## config.mk

```make
export PLATFORM = sky130hd
export DESIGN_NAME = fraction_arithmetic_unit
export DESIGN_NICKNAME = d
export VERILOG_FILES = /design/src/rtl/fau_pkg.sv /design/src/rtl/fau_gcd.sv /design/src/rtl/fau_div.sv /design/src/rtl/fraction_arithmetic_unit.sv
export SDC_FILE = /design/constraint.sdc
export NUM_CORES = 2
export LEC_CHECK = 0
export BUFFER_PORTS_ARGS = -buffer_cell sky130_fd_sc_hd__buf_2
export CORE_UTILIZATION = 50
export DETAILED_ROUTE_END_ITERATION = 7
export PLACE_DENSITY = 0.72
export RECOVER_POWER = 50
export SYNTH_ARGS = -nofsm -noshare
export SYNTH_HDL_FRONTEND = slang
export SYNTH_HIERARCHICAL = 1
export SYNTH_SLANG_ARGS = --single-unit
export TNS_END_PERCENT = 5
```

## constraint.sdc

```tcl
create_clock -name clk -period 20.2 [get_ports clk]
set_clock_uncertainty 0.15 [all_clocks]
set_input_delay 2.02 -clock clk [delete_from_list [all_inputs] [get_ports clk]]
set_output_delay 2.02 -clock clk [all_outputs]
set_load 0.01 [all_outputs]
```

## src/rtl/fau_pkg.sv

```systemverilog
// Shared types and constants for the fraction arithmetic unit.
// No dependencies; imported by every module of the block.
package fau_pkg;

  // Command codes carried in the low bits of the input beat.
  typedef enum logic [2:0] {
    CMD_ADD    = 3'd0,
    CMD_SUB    = 3'd1,
    CMD_MUL    = 3'd2,
    CMD_DIV    = 3'd3,
    CMD_CMP    = 3'd4,
    CMD_REDCHK = 3'd5,
    CMD_SIGN   = 3'd6,
    CMD_NONE   = 3'd7
  } cmd_t;

  // Status codes.
  localparam logic [1:0] STAT_OK      = 2'd0;
  localparam logic [1:0] STAT_ZERODEN = 2'd1;
  localparam logic [1:0] STAT_DIVZERO = 2'd2;

  // Compare outcomes.
  localparam logic [1:0] ORD_EQ   = 2'd0;
  localparam logic [1:0] ORD_GT   = 2'd1;
  localparam logic [1:0] ORD_LT   = 2'd2;

  // Result field widths and packed output width.
  localparam int RES_NUM_W = 33;
  localparam int RES_DEN_W = 31;
  localparam int OUT_W     = 72;

  // Sequencer states.
  typedef enum logic [3:0] {
    S_IDLE,
    S_DISP,
    S_G_CHK,
    S_G_LCD,
    S_D_Q1,
    S_D_Q2,
    S_MUL0,
    S_MUL1,
    S_MUL2,
    S_ADD,
    S_CMP,
    S_RED,
    S_G_RED,
    S_D_NUM,
    S_D_DEN,
    S_OUT
  } state_t;

endpackage

```

## src/rtl/fau_gcd.sv

```systemverilog
// Iterative binary GCD: one compare, subtract and shift per cycle.
// Depends on fau_pkg only for house consistency; no submodules.
module fau_gcd import fau_pkg::*; #(
  parameter int DW = 32
) (
  input  logic          clk,
  input  logic          rst_n,
  input  logic          start,
  input  logic [DW-1:0] x_in,
  input  logic [DW-1:0] y_in,
  output logic          done,
  output logic [DW-1:0] result
);

  localparam int KW = $clog2(DW + 1);

  logic          busy_r;
  logic          done_r;
  logic [DW-1:0] x_r;
  logic [DW-1:0] y_r;
  logic [KW-1:0] k_r;
  logic [DW-1:0] res_r;

  // Subtract-and-halve step; an odd minus an odd is always even.
  always_ff @(posedge clk) begin
    if (!rst_n) begin
      busy_r <= 1'b0;
      done_r <= 1'b0;
    end else begin
      // Done pulses for a trivial start or when the working value reaches zero.
      done_r <= start ? ((x_in == '0) || (y_in == '0)) : (busy_r && (x_r == '0));
      if (start) begin
        if (y_in == '0) begin
          res_r  <= x_in;
        end else if (x_in == '0) begin
          res_r  <= y_in;
        end else begin
          x_r    <= x_in;
          y_r    <= y_in;
          k_r    <= '0;
          busy_r <= 1'b1;
        end
      end else if (busy_r) begin
        if (x_r == '0) begin
          res_r  <= y_r << k_r;
          busy_r <= 1'b0;
        end else if (!x_r[0] && !y_r[0]) begin
          x_r <= x_r >> 1;
          y_r <= y_r >> 1;
          k_r <= k_r + 1'b1;
        end else if (!x_r[0]) begin
          x_r <= x_r >> 1;
        end else if (!y_r[0]) begin
          y_r <= y_r >> 1;
        end else if (x_r >= y_r) begin
          x_r <= (x_r - y_r) >> 1;
        end else begin
          y_r <= (y_r - x_r) >> 1;
        end
      end
    end
  end

  assign done   = done_r;
  assign result = res_r;

endmodule

```

## src/rtl/fau_div.sv

```systemverilog
// Restoring divider that produces one quotient bit per cycle.
// Depends on fau_pkg; no submodules.
module fau_div import fau_pkg::*; #(
  parameter int DW = 32
) (
  input  logic          clk,
  input  logic          rst_n,
  input  logic          start,
  input  logic [DW-1:0] dividend,
  input  logic [DW-1:0] divisor,
  output logic          done,
  output logic [DW-1:0] quotient
);

  localparam int CW = $clog2(DW);

  logic          busy_r;
  logic          done_r;
  logic [DW:0]   rem_r;
  logic [DW-1:0] quo_r;
  logic [DW-1:0] d_r;
  logic [CW-1:0] cnt_r;
  logic [DW:0]   sh;

  assign sh = {rem_r[DW-1:0], quo_r[DW-1]};

  // Shift in the next dividend bit and subtract when the divisor fits.
  always_ff @(posedge clk) begin
    if (!rst_n) begin
      busy_r <= 1'b0;
      done_r <= 1'b0;
    end else begin
      done_r <= !start && busy_r && (cnt_r == CW'(DW - 1));
      if (start) begin
        rem_r  <= '0;
        quo_r  <= dividend;
        d_r    <= divisor;
        cnt_r  <= '0;
        busy_r <= 1'b1;
      end else if (busy_r) begin
        if (sh >= {1'b0, d_r}) begin
          rem_r <= sh - {1'b0, d_r};
          quo_r <= {quo_r[DW-2:0], 1'b1};
        end else begin
          rem_r <= sh;
          quo_r <= {quo_r[DW-2:0], 1'b0};
        end
        cnt_r <= cnt_r + 1'b1;
        if (cnt_r == CW'(DW - 1)) begin
          busy_r <= 1'b0;
        end
      end
    end
  end

  assign done     = done_r;
  assign quotient = quo_r;

endmodule

```

## src/rtl/fraction_arithmetic_unit.sv

```systemverilog
// Fraction arithmetic unit: one item at a time through a sequencer sharing one
// multiplier, one binary GCD unit and one 2W-bit serial divider.
// Time from accept to out_tvalid depends on the command and on data-dependent GCD runs.
// A new item is taken only once the last result is loaded into the output register.
// Reset: synchronous rst_n clears state.
module fraction_arithmetic_unit import fau_pkg::*; #(
  parameter int OPERAND_WIDTH = 16
) (
  input  logic                                   clk,
  input  logic                                   rst_n,
  input  logic                                   in_tvalid,
  output logic                                   in_tready,
  // cmd, a_num, a_den, b_num, b_den from bit 0 up, zero pad to bytes
  input  logic [((3+4*OPERAND_WIDTH+7)/8)*8-1:0] in_tdata,
  output logic                                   out_tvalid,
  input  logic                                   out_tready,
  // res_num, res_den, order, reduced_flag, negative_flag, status from bit 0 up
  output logic [OUT_W-1:0]                       out_tdata
);

  localparam int W  = OPERAND_WIDTH;
  localparam int MW = 2 * W;
  localparam int SW = MW + 2;
  localparam int XW = (MW > RES_NUM_W) ? MW : RES_NUM_W;
  localparam int PAD_W = OUT_W - RES_NUM_W - RES_DEN_W - 6;

  function automatic logic [W-1:0] mag_of(input logic [W-1:0] v);
    mag_of = v[W-1] ? (~v + 1'b1) : v;
  endfunction

  state_t state_r, state_nxt;

  logic          accept;
  logic [W-1:0]  f_an, f_ad, f_bn, f_bd;
  cmd_t          cmd_r;
  logic [W-1:0]  an_r, ad_r, bn_r, bd_r, q1_r, q2_r;
  logic          a_neg_r, b_neg_r, num_neg_r;
  logic [MW-1:0] g_r, p0_r, p1_r, t_r;
  logic [1:0]    status_r, order_r;
  logic          red_r, negf_r, arith_r;
  logic          out_valid_r;
  logic [OUT_W-1:0] out_data_r;

  logic          err_den, err_div, is_addsub, disp_ok;
  logic          gcd_start, gcd_done, div_start, div_done;
  logic [MW-1:0] gcd_x, gcd_y, gcd_res, div_n, div_d, div_q;
  logic [W-1:0]  mul_a, mul_b;
  logic [MW-1:0] mul_p;
  logic signed [SW-1:0] sa, sb, ss, sl, sr;
  logic [SW-1:0] ss_abs;
  logic [XW-1:0] num_ext, num_sgn, den_ext;
  logic [RES_NUM_W-1:0] res_num_f;
  logic [RES_DEN_W-1:0] res_den_f;

  assign accept = in_tvalid && in_tready;
  assign in_tready = (state_r == S_IDLE);

  // Operand fields as they arrive.
  assign f_an = in_tdata[3+W-1:3];
  assign f_ad = in_tdata[3+2*W-1:3+W];
  assign f_bn = in_tdata[3+3*W-1:3+2*W];
  assign f_bd = in_tdata[3+4*W-1:3+3*W];

  // Error and command decode.
  assign err_den   = (ad_r == '0) || ((cmd_r <= CMD_CMP) && (bd_r == '0));
  assign err_div   = (cmd_r == CMD_DIV) && (bn_r == '0);
  assign is_addsub = (cmd_r == CMD_ADD) || (cmd_r == CMD_SUB);
  assign disp_ok   = (cmd_r != CMD_NONE) && !err_den && !err_div;

  // Shared multiplier with registered product.
  always_comb begin
    mul_a = an_r;
    mul_b = bn_r;
    unique case (state_r)
      S_MUL0: begin
        mul_a = an_r;
        mul_b = (cmd_r == CMD_MUL) ? bn_r : (is_addsub ? q1_r : bd_r);
      end
      S_MUL1: begin
        mul_a = ad_r;
        mul_b = (cmd_r == CMD_MUL) ? bd_r : (is_addsub ? q1_r : bn_r);
      end
      S_MUL2: begin
        mul_a = bn_r;
        mul_b = q2_r;
      end
      default: begin
        mul_a = an_r;
        mul_b = bn_r;
      end
    endcase
  end
  assign mul_p = MW'(mul_a) * MW'(mul_b);

  // Signed sum for add and subtract, signed values for compare.
  assign sa = a_neg_r ? -$signed({2'b00, p0_r}) : $signed({2'b00, p0_r});
  assign sb = (b_neg_r ^ (cmd_r == CMD_SUB)) ? -$signed({2'b00, t_r})
                                              : $signed({2'b00, t_r});
  assign ss = sa + sb;
  assign ss_abs = ss[SW-1] ? SW'(-ss) : SW'(ss);
  assign sl = sa;
  assign sr = b_neg_r ? -$signed({2'b00, p1_r}) : $signed({2'b00, p1_r});

  // Next state and unit starts.
  always_comb begin
    state_nxt = state_r;
    gcd_start = 1'b0;
    gcd_x     = '0;
    gcd_y     = '0;
    div_start = 1'b0;
    div_n     = '0;
    div_d     = '0;
    unique case (state_r)
      S_IDLE: if (accept) state_nxt = S_DISP;
      S_DISP: begin
        if (cmd_r == CMD_NONE || err_den || err_div || cmd_r == CMD_SIGN) begin
          state_nxt = S_OUT;
        end else if (cmd_r == CMD_REDCHK) begin
          gcd_start = 1'b1;
          gcd_x     = MW'(an_r);
          gcd_y     = MW'(ad_r);
          state_nxt = S_G_CHK;
        end else if (is_addsub) begin
          gcd_start = 1'b1;
          gcd_x     = MW'(ad_r);
          gcd_y     = MW'(bd_r);
          state_nxt = S_G_LCD;
        end else begin
          state_nxt = S_MUL0;
        end
      end
      S_G_CHK: if (gcd_done) state_nxt = S_OUT;
      S_G_LCD: if (gcd_done) begin
        div_start = 1'b1;
        div_n     = MW'(bd_r);
        div_d     = gcd_res;
        state_nxt = S_D_Q1;
      end
      S_D_Q1: if (div_done) begin
        div_start = 1'b1;
        div_n     = MW'(ad_r);
        div_d     = g_r;
        state_nxt = S_D_Q2;
      end
      S_D_Q2: if (div_done) state_nxt = S_MUL0;
      S_MUL0: state_nxt = S_MUL1;
      S_MUL1: begin
        if (cmd_r == CMD_CMP) state_nxt = S_CMP;
        else if (is_addsub)   state_nxt = S_MUL2;
        else                  state_nxt = S_RED;
      end
      S_MUL2: state_nxt = S_ADD;
      S_ADD:  state_nxt = S_RED;
      S_CMP:  state_nxt = S_OUT;
      S_RED: begin
        gcd_start = 1'b1;
        gcd_x     = p0_r;
        gcd_y     = p1_r;
        state_nxt = S_G_RED;
      end
      S_G_RED: if (gcd_done) begin
        div_start = 1'b1;
        div_n     = p0_r;
        div_d     = gcd_res;
        state_nxt = S_D_NUM;
      end
      S_D_NUM: if (div_done) begin
        div_start = 1'b1;
        div_n     = p1_r;
        div_d     = g_r;
        state_nxt = S_D_DEN;
      end
      S_D_DEN: if (div_done) state_nxt = S_OUT;
      S_OUT: if (!out_valid_r || out_tready) state_nxt = S_IDLE;
      default: state_nxt = S_IDLE;
    endcase
  end

  always_ff @(posedge clk) begin
    if (!rst_n) state_r <= S_IDLE;
    else        state_r <= state_nxt;
  end

  // Datapath registers loaded by the sequencer.
  always_ff @(posedge clk) begin
    if (accept) begin
      cmd_r   <= cmd_t'(in_tdata[2:0]);
      an_r    <= mag_of(f_an);
      ad_r    <= mag_of(f_ad);
      bn_r    <= mag_of(f_bn);
      bd_r    <= mag_of(f_bd);
      a_neg_r <= (f_an[W-1] != f_ad[W-1]) && (f_an != '0);
      b_neg_r <= (f_bn[W-1] != f_bd[W-1]) && (f_bn != '0);
    end
    unique case (state_r)
      S_DISP: begin
        // An unknown command reports nothing; errors report only the status.
        status_r  <= (cmd_r == CMD_NONE) ? STAT_OK :
                     (err_den ? STAT_ZERODEN : (err_div ? STAT_DIVZERO : STAT_OK));
        order_r   <= ORD_EQ;
        red_r     <= 1'b0;
        negf_r    <= disp_ok && (cmd_r == CMD_SIGN) && a_neg_r;
        arith_r   <= disp_ok && (cmd_r <= CMD_DIV);
        num_neg_r <= a_neg_r ^ b_neg_r;
      end
      S_G_CHK: if (gcd_done) red_r <= (gcd_res == MW'(1));
      S_G_LCD: if (gcd_done) g_r <= gcd_res;
      S_D_Q1:  if (div_done) q1_r <= div_q[W-1:0];
      S_D_Q2:  if (div_done) q2_r <= div_q[W-1:0];
      S_MUL0:  p0_r <= mul_p;
      S_MUL1:  p1_r <= mul_p;
      S_MUL2:  t_r <= mul_p;
      S_ADD: begin
        p0_r      <= ss_abs[MW-1:0];
        num_neg_r <= ss[SW-1];
      end
      S_CMP: order_r <= (sl == sr) ? ORD_EQ : ((sl > sr) ? ORD_GT : ORD_LT);
      S_G_RED: if (gcd_done) g_r <= gcd_res;
      S_D_NUM: if (div_done) p0_r <= div_q;
      S_D_DEN: if (div_done) p1_r <= div_q;
      default: ;
    endcase
  end

  // Result formatting.
  assign num_ext   = XW'(p0_r);
  assign num_sgn   = (num_neg_r && p0_r != '0) ? -num_ext : num_ext;
  assign den_ext   = XW'(p1_r);
  assign res_num_f = arith_r ? num_sgn[RES_NUM_W-1:0] : '0;
  assign res_den_f = arith_r ? den_ext[RES_DEN_W-1:0] : '0;

  // Output register decouples the result from the next item.
  always_ff @(posedge clk) begin
    if (!rst_n) begin
      out_valid_r <= 1'b0;
    end else begin
      if (state_r == S_OUT && (!out_valid_r || out_tready)) begin
        out_valid_r <= 1'b1;
        out_data_r  <= {{PAD_W{1'b0}}, status_r, negf_r, red_r, order_r,
                        res_den_f, res_num_f};
      end else if (out_valid_r && out_tready) begin
        out_valid_r <= 1'b0;
      end
    end
  end

  assign out_tvalid = out_valid_r;
  assign out_tdata  = out_data_r;

  fau_gcd #(.DW(MW)) u_gcd (
    .clk    (clk),
    .rst_n  (rst_n),
    .start  (gcd_start),
    .x_in   (gcd_x),
    .y_in   (gcd_y),
    .done   (gcd_done),
    .result (gcd_res)
  );

  fau_div #(.DW(MW)) u_div (
    .clk      (clk),
    .rst_n    (rst_n),
    .start    (div_start),
    .dividend (div_n),
    .divisor  (div_d),
    .done     (div_done),
    .quotient (div_q)
  );

endmodule

```

==> results.yml <==
synthesis:
  avgSynthCellArea_um2: 9.35
  yosysWarnings: 6
  async_reset_ff_share_pct: 0
  synthCells: 4866
  synthFlopType: "edfxtp_1"
  synth_seq_cells: 519
  yosysUniqueCellTypes: 100
  syn_area_um2: 45500
  synth_edf_count: 510
  seq_area_frac_synth_pct: 34.1
global_route:
  grt.total_usage_pct: 31.9
  grt_start_max_net_pins: 83
  antenna_found_initial: 9
  grt_pass1_vias: 36100
  grt_pass1_wl_um: 223000
  grt_overflow: 0
floorplan:
  ioPinCount: 150
  die_y_um: 304
  row_count: 110
  core_um2: 90000
  die_w_um: 304
  dieArea_um2: 92200
  start_util_pct: 50.5
routing:
  drt-total-wl_um: 150000
  ant_nets: 0
  dr.pass1.iters: 6
  viasPerCell: 6.30
  wl_per_cell_um: 24.7
  drtIter0Drc: 4807
  drc: 0
  via_count: 38300
run_status:
  status: "finished with violations"
  violations: "capacitance limit, slew limit"
setup_path:
  worstSetupEndpointType: "flop"
  crit_fanout: 65
  slowest_delay_ns: 2.59
  required_ns: 20.35
  startpoint: "state_r[3]"
  r2r_start: "state_r[3]"
  slowest_stage: "clkbuf_1"
  crit_type: "reg -> reg"
  arrival_ns: 12.44
  start_kind: "flop"
  path_common_cell: "fa_1"
timing:
  finalCritPeriodShare_pct: 60.8
  rsz0062_at_grt: "false"
  tightest_slew_ns: 3.81
  max_slew_margin_pct: -154
  setup_viol: 0
  max_freq_mhz: 81.4
  hold_viol: 0
  finalMaxSlewViolations: 449
  tns_ns: 0
  fin_crit_ns: 12.29
placed_design:
  place_congestion: 0.995
  placed_cell_area_um2: 47100
  port_buffers: 142
  dpl.hpwl_um: 118000
clock_network:
  cts_tree: "done"
  cts_buffers: 57
  clock-root-buffer: "clkbuf_16"
  postCtsSetupRepairBufs: 0
  cts_hold_buffers: 0
  htree_levels: 2
  clk_pin_slew_ns: 0.07
  ctsResizeCount: 0
  worstSkewPairLatency_ns: 0.65
  cts_buffer_depth: 3
  cts_sinks: 519
hold_path:
  min_path_type: "reg -> reg"
  hp-start: "u_gcd/busy_r"
run:
  maxCapViolCount: 9
final_layout:
  syn_to_final_growth_pct: 7.39
  drive_above_1_share_pct: 7.37
  design_area_um2: 48800
  nNetsFinal: 5409
[critical path, delay by kind of cell, from the launching register on]
family / cells / cell delay (ns)
DFF: 1 / 0.67
and+or+nand+nor: 9 / 2.12
adders and majority gates: 7 / 3.47
xor gates and xnor gates: 1 / 0.62
buffers and inverters: 4 / 2.75
AOI/OAI and AO/OA: 6 / 2.07
[routing by layer]
layer | share of wire (%) | up-vias | global-route usage (%)
met5 | 0.015 | - | 0
met4 | 6.3 | 4 | 17.2
met3 | 9.9 | 448 | 5.39
met2 | 44 | 2180 | 49.0
met1 | 40 | 18400 | 43.2
li1 | - | 17300 | -
[kinds of logic (layout without fill, tap and decap cells)]
| family | Yosys count | in the layout | share of synthesized area [%] |
|---|---|---|---|
| AOI/OAI and AO/OA | 1172 | 1172 | 17.0 |
| xor gates and xnor gates | 338 | 338 | 6.54 |
| adders and majority gates | 477 | 477 | 16.4 |
| buffers and inverters | 678 | 712 | 5.76 |
| DFF | 519 | 519 | 34.1 |
| muxes | 163 | 163 | 4.38 |
| other | 1 | 4 | 0.00824 |
| and+or+nand+nor | 1518 | 1518 | 15.8 |
[worst paths after layout]
check / to / slack [ns] / depth (start not counted)
hold / removal: u_gcd/busy_r / 0.31 / 2
setup / recovery: p1_r[29] / 7.91 / 27
hold reg to reg: u_gcd/busy_r / 0.31 / 2
setup reg to reg: p1_r[29] / 7.91 / 27
[cell usage after synthesis (all sizes together) (24+ instances only)]
master	instances	area [um^2]
a2bb2oi	26	228
a31oi	30	203
o21a	36	270
a211oi	44	380
nand4	35	219
fa	198	3960
o21ai	281	1410
mux2	50	563
xnor2	224	1970
nand3	74	370
a221oi	33	295
a22o	51	447
a22oi	66	495
nor2b	35	226
nand2b	64	400
clkbuf	220	826
or2	37	234
and2	142	888
edfxtp	510	15300
inv	416	1560
nand2	558	2090
nor3	76	385
nor4	59	384
o31ai	38	285
o221ai	24	216
o22ai	45	282
a21o	88	661
buf	42	233
xor2	114	1010
nor2	333	1250
ha	279	3490
mux2i	89	891
mux4	24	541
a21oi	280	1410
o21bai	26	195
or3	55	349
[through the flow]
| stage | instances | hold slack [ns] | util (%) | setup slack, ns |
|---|---|---|---|---|
| 2_1_floorplan | 4867 | 0.250 | - | 11.48 |
| 5_1_grt | 6078 | 0.331 | 54.3 | 7.18 |
| 4_1_cts | 6077 | 0.312 | 54.5 | 10.22 |
| 3_5_place_dp | 5973 | 0.300 | 52.3 | 10.31 |
| 6_report | 6079 | 0.314 | 54.3 | 7.91 |
| 3_3_place_gp | 5973 | 0.296 | 52.3 | 10.38 |
[cell usage in the layout (no fill, tap or decap), types with 114 or more instances in the layout]
| master | instances |
|---|---|
| nand2_1 | 558 |
| o21ai_0 | 240 |
| xnor2_1 | 223 |
| nor2_1 | 328 |
| ha_1 | 279 |
| a21oi_1 | 276 |
| inv_1 | 414 |
| edfxtp_1 | 510 |
| and2_1 | 114 |
| fa_1 | 198 |
[final cells by class]
| class | instances | area (um^2) |
|---|---|---|
| fillers | 8211 | 41200 |
| multi-input cells | 3670 | 27500 |
| flip-flops and latches | 519 | 15500 |
| inverters | 416 | 1560 |
| clock buffers | 66 | 1490 |
| well taps | 1176 | 1470 |
| repair buffers | 192 | 945 |
| clock inverters | 38 | 402 |
| diodes | 2 | 5.00 |
[registers in the layout, summed over array words and instances (netlist names), 2 cells and up]
signal / count
u_gcd/x_r: 32
order_r: 2
cmd_r: 3
t_r: 32
p1_r: 32
ad_r: 16
u_div/cnt_r: 5
bn_r: 16
p0_r: 32
u_gcd/k_r: 6
u_div/d_r: 32
bd_r: 16
q2_r: 16
u_div/quotient: 32
u_gcd/result: 32
u_gcd/y_r: 32
an_r: 16
q1_r: 16
state_r: 4
u_div/rem_r: 32
g_r: 32
status_r: 2
out_tdata: 70
Power is left out: the tool's default activity adds up to more than one toggle a clock period on the data nets, which glitch-free logic cannot reach.
